### config.mk
export PLATFORM = sky130hd
export DESIGN_NAME = cholesky_factor_small_matrix
export DESIGN_NICKNAME = d
export VERILOG_FILES = /design/src/rtl/chol_pkg.sv /design/src/rtl/chol_datapath.sv /design/src/rtl/chol_ctrl.sv /design/src/rtl/cholesky_factor_small_matrix.sv
export SDC_FILE = /design/constraint.sdc
export NUM_CORES = 2
export LEC_CHECK = 0
export ABC_AREA = 0
export BUFFER_PORTS_ARGS = -buffer_cell sky130_fd_sc_hd__buf_2
export CORE_MARGIN = 2
export CORE_UTILIZATION = 60
export DETAILED_ROUTE_END_ITERATION = 6
export GPL_TIMING_DRIVEN = 0
export PLACE_DENSITY_LB_ADDON = 0.1
export SLEW_MARGIN = 20
export SYNTH_ARGS = -nofsm -noshare
export SYNTH_HDL_FRONTEND = slang
export SYNTH_SLANG_ARGS = --single-unit
### constraint.sdc
create_clock -name aclk -period 11.59 [get_ports aclk]
set_input_delay 1.7385 -clock aclk [delete_from_list [all_inputs] [get_ports aclk]]
set_output_delay 1.7385 -clock aclk [all_outputs]
set_load 0.1 [all_outputs]
### src/rtl/chol_pkg.sv
`timescale 1ns / 1ps
// ----------------------------------------------------------------------------
// chol_pkg: shared types for the small-matrix Cholesky factor block.
// Holds the request and result payload types, the controller states and the
// command/status bundles that pass between the controller and the datapath.
// ----------------------------------------------------------------------------
package chol_pkg;

    typedef struct packed {
        logic signed [15:0] matrix_element;
        logic               final_element;
    } chol_in_t;

    typedef struct packed {
        logic signed [15:0] factor_value;
        logic [1:0]         row_index;
        logic [1:0]         column_index;
        logic               not_positive_definite;
        logic               last_entry;
    } chol_out_t;

    typedef enum logic [2:0] {
        ST_LOAD,
        ST_INIT,
        ST_MAC,
        ST_PREP,
        ST_ITER,
        ST_STORE,
        ST_EMIT
    } chol_state_t;

    // Controller to datapath.
    typedef struct packed {
        logic clear_acc;  // clear the sum accumulator
        logic mac;        // add L[i][k]*L[j][k] to the accumulator
        logic prep;       // form the difference and set up the iteration
        logic iter;       // one root or quotient step
        logic store;      // saturate and write L[i][j]
    } chol_cmd_t;

    // Datapath to controller.
    typedef struct packed {
        logic iter_done;
    } chol_stat_t;

endpackage

### src/rtl/chol_datapath.sv
`timescale 1ns / 1ps
// ----------------------------------------------------------------------------
// chol_datapath: matrix stores and arithmetic of the Cholesky factor.
// Holds A and L, one multiply-accumulate, and a shared unit that runs a
// restoring square root (two bits per step) or a restoring division
// (one bit per step).
// ----------------------------------------------------------------------------
module chol_datapath #(
    parameter int MAX_SIZE  = 3,
    parameter int FRAC_BITS = 14
) (
    input  logic                aclk,
    input  logic                aresetn,
    input  logic                load_we,
    input  logic [$clog2(MAX_SIZE*MAX_SIZE+1)-1:0] load_addr,
    input  logic signed [15:0]  load_data,
    input  logic [$clog2(MAX_SIZE+1)-1:0] size_n,
    input  logic [$clog2(MAX_SIZE+1)-1:0] idx_i,
    input  logic [$clog2(MAX_SIZE+1)-1:0] idx_j,
    input  logic [$clog2(MAX_SIZE+1)-1:0] idx_k,
    input  chol_pkg::chol_cmd_t cmd,
    output chol_pkg::chol_stat_t stat,
    output logic signed [15:0]  result_value,
    output logic                pivot_fail
);
    import chol_pkg::*;

    localparam int CELLS = MAX_SIZE * MAX_SIZE;
    localparam int AW    = $clog2(CELLS + 1);
    // Difference width: the larger of the scaled entry and the sum of up to
    // MAX_SIZE-1 products of 16-bit values, plus sign and guard. It is kept
    // even so that the square root works on whole bit pairs.
    localparam int DW_RAW = ((15 + FRAC_BITS > 30 + $clog2(MAX_SIZE)) ?
                             15 + FRAC_BITS : 30 + $clog2(MAX_SIZE)) + 2;
    localparam int DW    = DW_RAW + (DW_RAW % 2);
    localparam int QW    = DW;
    localparam int SSTEPS = DW / 2;
    localparam int CW    = $clog2(QW + 1);

    logic signed [15:0] a_mem [CELLS];
    logic signed [15:0] l_mem [CELLS];

    logic signed [DW-1:0] acc_reg;
    logic [DW-1:0]        rem_reg, rem_next;
    logic [DW+1:0]        root_reg, root_next;   // also quotient
    logic [DW-1:0]        num_reg;               // magnitude being worked
    logic [15:0]          div_reg;
    logic                 neg_reg, zero_reg, is_diag_reg, fail_reg;
    logic [CW-1:0]        cnt_reg;
    logic signed [15:0]   val_reg;

    logic [AW-1:0] addr_ik, addr_jk, addr_ij, addr_jj, addr_a;
    logic signed [31:0] prod;
    logic signed [DW-1:0] diff;
    logic signed [15:0] piv;

    always_comb begin
        addr_ik = AW'(32'(idx_i) * MAX_SIZE + 32'(idx_k));
        addr_jk = AW'(32'(idx_j) * MAX_SIZE + 32'(idx_k));
        addr_ij = AW'(32'(idx_i) * MAX_SIZE + 32'(idx_j));
        addr_jj = AW'(32'(idx_j) * MAX_SIZE + 32'(idx_j));
        addr_a  = AW'(32'(idx_i) * 32'(size_n) + 32'(idx_j));
        prod    = l_mem[addr_ik] * l_mem[addr_jk];
        diff    = (DW'(a_mem[addr_a]) <<< FRAC_BITS) - acc_reg;
        piv     = l_mem[addr_jj];
    end

    // Input store.
    always_ff @(posedge aclk) begin
        if (load_we) begin
            a_mem[load_addr] <= load_data;
        end
    end

    // Iteration step: root uses two bits of the remainder pair per step,
    // division shifts one numerator bit in per step.
    logic [DW+1:0] trial;
    logic [DW+1:0] rem_wide;
    always_comb begin
        rem_next  = rem_reg;
        root_next = root_reg;
        trial     = '0;
        rem_wide  = '0;
        if (is_diag_reg) begin
            rem_wide = {rem_reg[DW-1:0], num_reg[DW-1 -: 2]};
            trial    = {root_reg[DW-1:0], 2'b01};
            if (rem_wide >= trial) begin
                rem_next  = DW'(rem_wide - trial);
                root_next = {root_reg[DW:0], 1'b1};
            end else begin
                rem_next  = DW'(rem_wide);
                root_next = {root_reg[DW:0], 1'b0};
            end
        end else begin
            rem_wide = {1'b0, rem_reg, num_reg[DW-1]};
            trial    = (DW+2)'(div_reg);
            if (rem_wide >= trial) begin
                rem_next  = DW'(rem_wide - trial);
                root_next = {root_reg[DW:0], 1'b1};
            end else begin
                rem_next  = DW'(rem_wide);
                root_next = {root_reg[DW:0], 1'b0};
            end
        end
    end

    // Saturation of the finished magnitude with its sign.
    logic signed [DW+2:0] sval;
    always_comb begin
        sval = neg_reg ? -$signed({1'b0, root_reg}) : $signed({1'b0, root_reg});
        if (zero_reg) begin
            val_reg = '0;
        end else if (sval > 32767) begin
            val_reg = 16'sh7fff;
        end else if (sval < -32768) begin
            val_reg = -16'sh8000;
        end else begin
            val_reg = 16'(sval);
        end
    end

    always_ff @(posedge aclk) begin
        if (cmd.clear_acc) begin
            acc_reg <= '0;
        end else if (cmd.mac) begin
            acc_reg <= acc_reg + DW'(prod);
        end
        if (cmd.prep) begin
            is_diag_reg <= (idx_i == idx_j);
            rem_reg     <= '0;
            root_reg    <= '0;
            div_reg     <= piv;
            if (idx_i == idx_j) begin
                zero_reg <= (diff <= 0);
                neg_reg  <= 1'b0;
                num_reg  <= diff;
                cnt_reg  <= CW'(SSTEPS);
            end else begin
                zero_reg <= (piv <= 0);
                neg_reg  <= diff[DW-1];
                num_reg  <= diff[DW-1] ? -diff : diff;
                cnt_reg  <= CW'(QW);
            end
        end else if (cmd.iter) begin
            rem_reg  <= rem_next;
            root_reg <= root_next;
            num_reg  <= is_diag_reg ? (num_reg << 2) : (num_reg << 1);
            cnt_reg  <= cnt_reg - 1'b1;
        end
        if (cmd.store) begin
            l_mem[addr_ij] <= val_reg;
        end
    end

    // Error flag of the current run.
    always_ff @(posedge aclk) begin
        if (!aresetn || cmd.clear_acc && idx_i == '0 && idx_j == '0) begin
            fail_reg <= 1'b0;
        end else if (cmd.store && is_diag_reg && zero_reg) begin
            fail_reg <= 1'b1;
        end
    end

    assign stat.iter_done = (cnt_reg == '0);
    assign result_value   = val_reg;
    assign pivot_fail     = fail_reg || (is_diag_reg && zero_reg);
endmodule

### src/rtl/chol_ctrl.sv
`timescale 1ns / 1ps
// ----------------------------------------------------------------------------
// chol_ctrl: sequencer of the Cholesky factor.
// Counts loaded entries, walks the (i, j, k) loops and drives the datapath
// and the result register.
// ----------------------------------------------------------------------------
module chol_ctrl #(
    parameter int MAX_SIZE = 3
) (
    input  logic                aclk,
    input  logic                aresetn,
    input  logic                s_valid,
    output logic                s_ready,
    input  logic                final_in,
    input  logic [1:0]          matrix_size,
    output logic                load_we,
    output logic [$clog2(MAX_SIZE*MAX_SIZE+1)-1:0] load_addr,
    output logic [$clog2(MAX_SIZE+1)-1:0] size_n,
    output logic [$clog2(MAX_SIZE+1)-1:0] idx_i,
    output logic [$clog2(MAX_SIZE+1)-1:0] idx_j,
    output logic [$clog2(MAX_SIZE+1)-1:0] idx_k,
    output chol_pkg::chol_cmd_t cmd,
    input  chol_pkg::chol_stat_t stat,
    output logic                emit,
    output logic                emit_last,
    input  logic                out_free
);
    import chol_pkg::*;

    localparam int AW = $clog2(MAX_SIZE * MAX_SIZE + 1);
    localparam int IW = $clog2(MAX_SIZE + 1);

    chol_state_t state_reg, state_next;
    logic [AW-1:0] pos_reg, pos_next;
    logic [IW-1:0] n_reg, n_next, i_reg, i_next, j_reg, j_next, k_reg, k_next;
    logic [IW-1:0] n_cur;
    logic accept;

    // Active size with zero and overflow clamped.
    always_comb begin
        n_cur = (matrix_size == 2'd0) ? IW'(1) : IW'(matrix_size);
        if (32'(n_cur) > MAX_SIZE) begin
            n_cur = IW'(MAX_SIZE);
        end
    end

    assign s_ready   = (state_reg == ST_LOAD);
    assign accept    = s_valid && s_ready;
    assign load_we   = accept && (32'(pos_reg) < 32'(n_cur) * 32'(n_cur));
    assign load_addr = pos_reg;
    assign size_n    = n_reg;
    assign idx_i     = i_reg;
    assign idx_j     = j_reg;
    assign idx_k     = k_reg;
    assign emit_last = (i_reg == n_reg - 1'b1) && (j_reg == i_reg);

    // Next state and counters.
    always_comb begin
        state_next = state_reg;
        pos_next   = pos_reg;
        n_next     = n_reg;
        i_next     = i_reg;
        j_next     = j_reg;
        k_next     = k_reg;
        unique case (state_reg)
            ST_LOAD: begin
                if (accept) begin
                    if (load_we) begin
                        pos_next = pos_reg + 1'b1;
                    end
                    if (final_in) begin
                        pos_next   = '0;
                        n_next     = n_cur;
                        i_next     = '0;
                        j_next     = '0;
                        state_next = ST_INIT;
                    end
                end
            end
            ST_INIT: begin
                k_next     = '0;
                state_next = (j_reg == '0) ? ST_PREP : ST_MAC;
            end
            ST_MAC: begin
                k_next = k_reg + 1'b1;
                if (k_reg + 1'b1 == j_reg) begin
                    state_next = ST_PREP;
                end
            end
            ST_PREP:  state_next = ST_ITER;
            ST_ITER: begin
                if (stat.iter_done) begin
                    state_next = ST_STORE;
                end
            end
            ST_STORE: state_next = ST_EMIT;
            ST_EMIT: begin
                if (out_free) begin
                    if (emit_last) begin
                        state_next = ST_LOAD;
                    end else begin
                        state_next = ST_INIT;
                        if (j_reg == i_reg) begin
                            i_next = i_reg + 1'b1;
                            j_next = '0;
                        end else begin
                            j_next = j_reg + 1'b1;
                        end
                    end
                end
            end
            default: state_next = ST_LOAD;
        endcase
    end

    // Commands.
    always_comb begin
        cmd       = '0;
        emit      = 1'b0;
        unique case (state_reg)
            ST_INIT:  cmd.clear_acc = 1'b1;
            ST_MAC:   cmd.mac       = 1'b1;
            ST_PREP:  cmd.prep      = 1'b1;
            ST_ITER:  cmd.iter      = !stat.iter_done;
            ST_STORE: cmd.store     = 1'b1;
            ST_EMIT:  emit          = out_free;
            default:  cmd           = '0;
        endcase
    end

    always_ff @(posedge aclk) begin
        if (!aresetn) begin
            state_reg <= ST_LOAD;
            pos_reg   <= '0;
            n_reg     <= '0;
            i_reg     <= '0;
            j_reg     <= '0;
            k_reg     <= '0;
        end else begin
            state_reg <= state_next;
            pos_reg   <= pos_next;
            n_reg     <= n_next;
            i_reg     <= i_next;
            j_reg     <= j_next;
            k_reg     <= k_next;
        end
    end
endmodule

### src/rtl/cholesky_factor_small_matrix.sv
`timescale 1ns / 1ps
// ----------------------------------------------------------------------------
// cholesky_factor_small_matrix: lower Cholesky factor of a small matrix.
// Loads an n-by-n matrix one entry per request, then computes each factor
// entry in turn: a multiply-accumulate over the j earlier columns, then a
// square root (17 steps of two bits) or a division (34 steps of one bit) in
// the shared iterative unit with the default parameters, plus set-up, store
// and result hand-off states. The iterative unit sets the rate. Results leave
// through a register, so the next load can begin while the last result waits.
// ----------------------------------------------------------------------------
module cholesky_factor_small_matrix #(
    parameter int MAX_SIZE  = 3,
    parameter int FRAC_BITS = 14
) (
    input  logic                 aclk,
    input  logic                 aresetn,
    input  logic                 cfg_valid,
    output logic                 cfg_ready,
    input  logic [1:0]           cfg_data,
    input  logic                 s_valid,
    output logic                 s_ready,
    input  chol_pkg::chol_in_t   s_data,
    output logic                 m_valid,
    input  logic                 m_ready,
    output chol_pkg::chol_out_t  m_data
);
    import chol_pkg::*;

    localparam int AW = $clog2(MAX_SIZE * MAX_SIZE + 1);
    localparam int IW = $clog2(MAX_SIZE + 1);

    logic [1:0] size_reg;
    logic load_we, emit, emit_last, out_free, pivot_fail;
    logic [AW-1:0] load_addr;
    logic [IW-1:0] size_n, idx_i, idx_j, idx_k;
    logic signed [15:0] result_value;
    chol_cmd_t  cmd;
    chol_stat_t stat;
    chol_out_t  out_reg;
    logic       out_valid_reg;

    // Size register.
    assign cfg_ready = 1'b1;
    always_ff @(posedge aclk) begin
        if (!aresetn) begin
            size_reg <= 2'd3;
        end else if (cfg_valid) begin
            size_reg <= cfg_data;
        end
    end

    chol_ctrl #(.MAX_SIZE(MAX_SIZE)) u_ctrl (
        .aclk, .aresetn, .s_valid, .s_ready,
        .final_in(s_data.final_element), .matrix_size(size_reg),
        .load_we, .load_addr, .size_n, .idx_i, .idx_j, .idx_k,
        .cmd, .stat, .emit, .emit_last, .out_free
    );

    chol_datapath #(.MAX_SIZE(MAX_SIZE), .FRAC_BITS(FRAC_BITS)) u_dp (
        .aclk, .aresetn, .load_we, .load_addr,
        .load_data(s_data.matrix_element), .size_n,
        .idx_i, .idx_j, .idx_k, .cmd, .stat, .result_value, .pivot_fail
    );

    // Result register.
    assign out_free = !out_valid_reg || m_ready;
    always_ff @(posedge aclk) begin
        if (!aresetn) begin
            out_valid_reg <= 1'b0;
        end else if (emit) begin
            out_valid_reg <= 1'b1;
        end else if (m_ready) begin
            out_valid_reg <= 1'b0;
        end
    end

    always_ff @(posedge aclk) begin
        if (emit) begin
            out_reg.factor_value          <= result_value;
            out_reg.row_index             <= 2'(idx_i);
            out_reg.column_index          <= 2'(idx_j);
            out_reg.not_positive_definite <= pivot_fail;
            out_reg.last_entry            <= emit_last;
        end
    end

    assign m_valid = out_valid_reg;
    assign m_data  = out_reg;
endmodule

==> summary.txt <==
Critical path
  • Startpoint Class: flip-flop
  • WP buf/inv: 8
  • R2R Setup Slk: 0.60 ns
  • Crit path depth: 29
  • R2R Path End: u_dp.acc_reg[33]
  • Critical path class: flip-flop to flip-flop
  • Critical Path AT: 11.44 ns
  • Reg2reg path depth: 29
  • Setup crit end kind: flip-flop
  • Critical path's largest stage delay: 0.85 ns
  • Worst r2r src: u_ctrl.idx_i[0]
  • Cell family with most CP delay: adder cells
  • Slowest CP cell: mux2i_1
  • Critical Path Fanout Max: 10
  • Most used cell, CP: fa_1
  • Data required time of the worst path: 12.04 ns

Logic synthesis
  • Synth Area in Simple Gates: 0.124
  • Number of synthesized flops with an enable pin: 369
  • Unique masters post-synth: 87
  • Largest family of logic cells by synthesized area: adder cells
  • Syn Inst Count: 3783
  • Xor and xnor fraction of the mapped netlist area: 0.0403
  • Cell taking the most area after synthesis: edfxtp_1
  • Compound-gate portion of the synthesized area: 0.119
  • Number of warnings issued by yosys: 0
  • Post-Synth Adder-Cell Area: 0.223
  • Mapped Nets: 4317
  • Post-synthesis sequential area ratio: 0.346
  • Synth area leaders: edfxtp_1, fa_1, ha_1
  • Register bit total from synthesis: 492
  • Top cell type's share of synthesized area: 0.283
  • Most common cell in the synthesized netlist: inv_1
  • Cell Area, Synth: 39100 um2
  • Async SR Flop Fraction: 0
  • Mux cell area share after synthesis: 0.0876
  • Primary FF master, synth: edfxtp_1
  • Most instantiated cells after synthesis: inv_1, edfxtp_1, nand2_1
  • Syn_area_per_cell: 10.3 um2

STA
  • Hold slack: 0.470 ns
  • Max Clock Freq: 91.0 MHz
  • Setup violations, final: 0
  • Max-slew violations: 0
  • Max-slew headroom at the worst pin: 0.169
  • Crit path time final: 10.99 ns
  • Setup tns final: 0 ns
  • Final Hold Violating Endpoints: 0
  • Worst slew pin tran: 1.25 ns
  • Period utilization: 0.948
  • Fin Clk Skew: 0.0493 ns

Cells and area
  • Final non-filler cell total: 4811
  • Ant diodes: 0
  • # nets final: 4445
  • Area Overhead vs Synth: 8.79%
  • Share of cells above drive strength 1: 0.0940
  • Fin util: 0.661

Placed design
  • Hpwl dp: 82800 um
  • GPL Wtd Cong: 0.959
  • Dpl cells: 4709
  • Port buffer count: 47

Routing
  • Number of vias per cell: 6.18
  • Drt wl/cell: 22.1 um
  • Routed Wire Length: 106000 um
  • Total number of vias: 29.7k
  • # DRC: 0
  • Post-route ant nets: 0
  • DR pass1 iterations: 6
  • Initial DRC count: 2737

Clocking
  • Htree depth: 2
  • CTS tree: done
  • CTS Buffer Depth: 3
  • Clk_lat worst skew: 0.63 ns
  • Num CTS Buffers: 54
  • Clk slew on worst S/H paths: 0.06 ns
  • Root buf cell: clkbuf_16
  • Hold Buf Count CTS: 0
  • Clk sinks: 492

Global route
  • First-pass GRT wire length: 167000 um
  • Number of global-route vias before repair: 29.6k
  • Grt ovf: 0
  • Gr usage total: 0.324
  • Initial antenna violation count: 1
  • Largest net degree at the start of global routing: 29

Die
  • Initial Utilization: 0.607
  • Ports: 49
  • DIE AREA: 67300 um2
  • Chip width: 259 um
  • Die Y: 259 um
  • Core area: 64500 um2
  • Row count: 93

Worst hold path
  • Worst hold path class: flip-flop to flip-flop
  • Hold_sp: u_dp.fail_reg
  • Worst Hold Path EP: u_dp.fail_reg
  • Hold path cells: 2

Run status
  • Outcome: finished clean

Run
  • Max Cap Viol: 0
## cells in the final DEF, fill, tap and decap left out, drive strengths merged, types with 8 or more instances in the layout
master / n
or4: 13
nor2b: 66
nand2: 357
xor2: 71
and2: 24
nor4: 27
o21ai: 250
fa: 311
nand4: 18
a21o: 45
o31ai: 21
a221oi: 8
o41ai: 10
nor3: 65
clkbuf: 210
buf: 89
o31a: 8
nor2: 240
nand3: 83
clkinv: 25
a31oi: 12
edfxtp: 369
mux2i: 76
mux4: 97
mux2: 43
dfxtp: 123
o21a: 25
inv: 462
a21boi: 12
or3: 20
o21bai: 9
o211ai: 24
a211oi: 51
a21oi: 178
or2: 15
ha: 199
nand2b: 38
xnor2: 109
and3: 24
## logic make-up after synthesis
logic type,count (synthesis)
simple gates,1021
mux,216
fa+ha+maj,510
flops,492
other cells,1
xor+xnor,180
buf+inv,624
compound gates,739
## worst register-to-register path: cells and delay by family (launching register included)
kind,cells,cell delay (ns)
muxes,3,1.75
and+or+nand+nor,1,0.14
DFF,1,0.70
buffers and inverters,8,1.67
AOI/OAI and AO/OA,8,2.12
adders and majority gates,9,4.43
## stage by stage
stage / setup slack, ns / instance area (um2)
after global routing: -0.0256 / 42600
after floorplan: 1.96 / 39100
after CTS: 0.00624 / 42500
after global placement: -0.512 / 40400
after detailed placement: -0.594 / 40700
final: 0.599 / 42600
## what timing repair did
item,4_1_cts,5_1_grt
gates resized for setup,11,34
buffers inserted,0,0
endpoints found under the setup margin,11,10
## how the worst max path moves through the flow
stage               startpoint                to
6_report       u_ctrl.idx_i[0]  u_dp.acc_reg[33]
5_1_grt        u_ctrl.idx_i[0]  u_dp.acc_reg[33]
4_1_cts        u_ctrl.idx_j[1]  u_dp.acc_reg[33]
3_5_place_dp   u_ctrl.idx_j[1]  u_dp.acc_reg[33]
3_3_place_gp   u_ctrl.idx_j[1]  u_dp.acc_reg[33]
2_1_floorplan  u_ctrl.idx_j[1]  u_dp.acc_reg[33]
## metal layers
metal | wire length [um] | GRT usage | part of all wire
met1 | 42100 | 0.433 | 0.40
met4 | 4620 | 0.128 | 0.043
met2 | 50500 | 0.534 | 0.47
met3 | 9100 | 0.0516 | 0.086
met5 | 13 | 0 | 0.00012
## final cells by class
class,instances,area [um2]
multi-input combinational,2667,23400
fill,5131,21900
sequential,492,13500
inverter,460,1730
clock buffer,65,1390
tap,855,1070
buffer,164,664
timing repair buffer,72,462
clock inverter,36,359
Power is not shown: default switching activity piles up to over one toggle a cycle in this logic, so the estimate is an artifact.
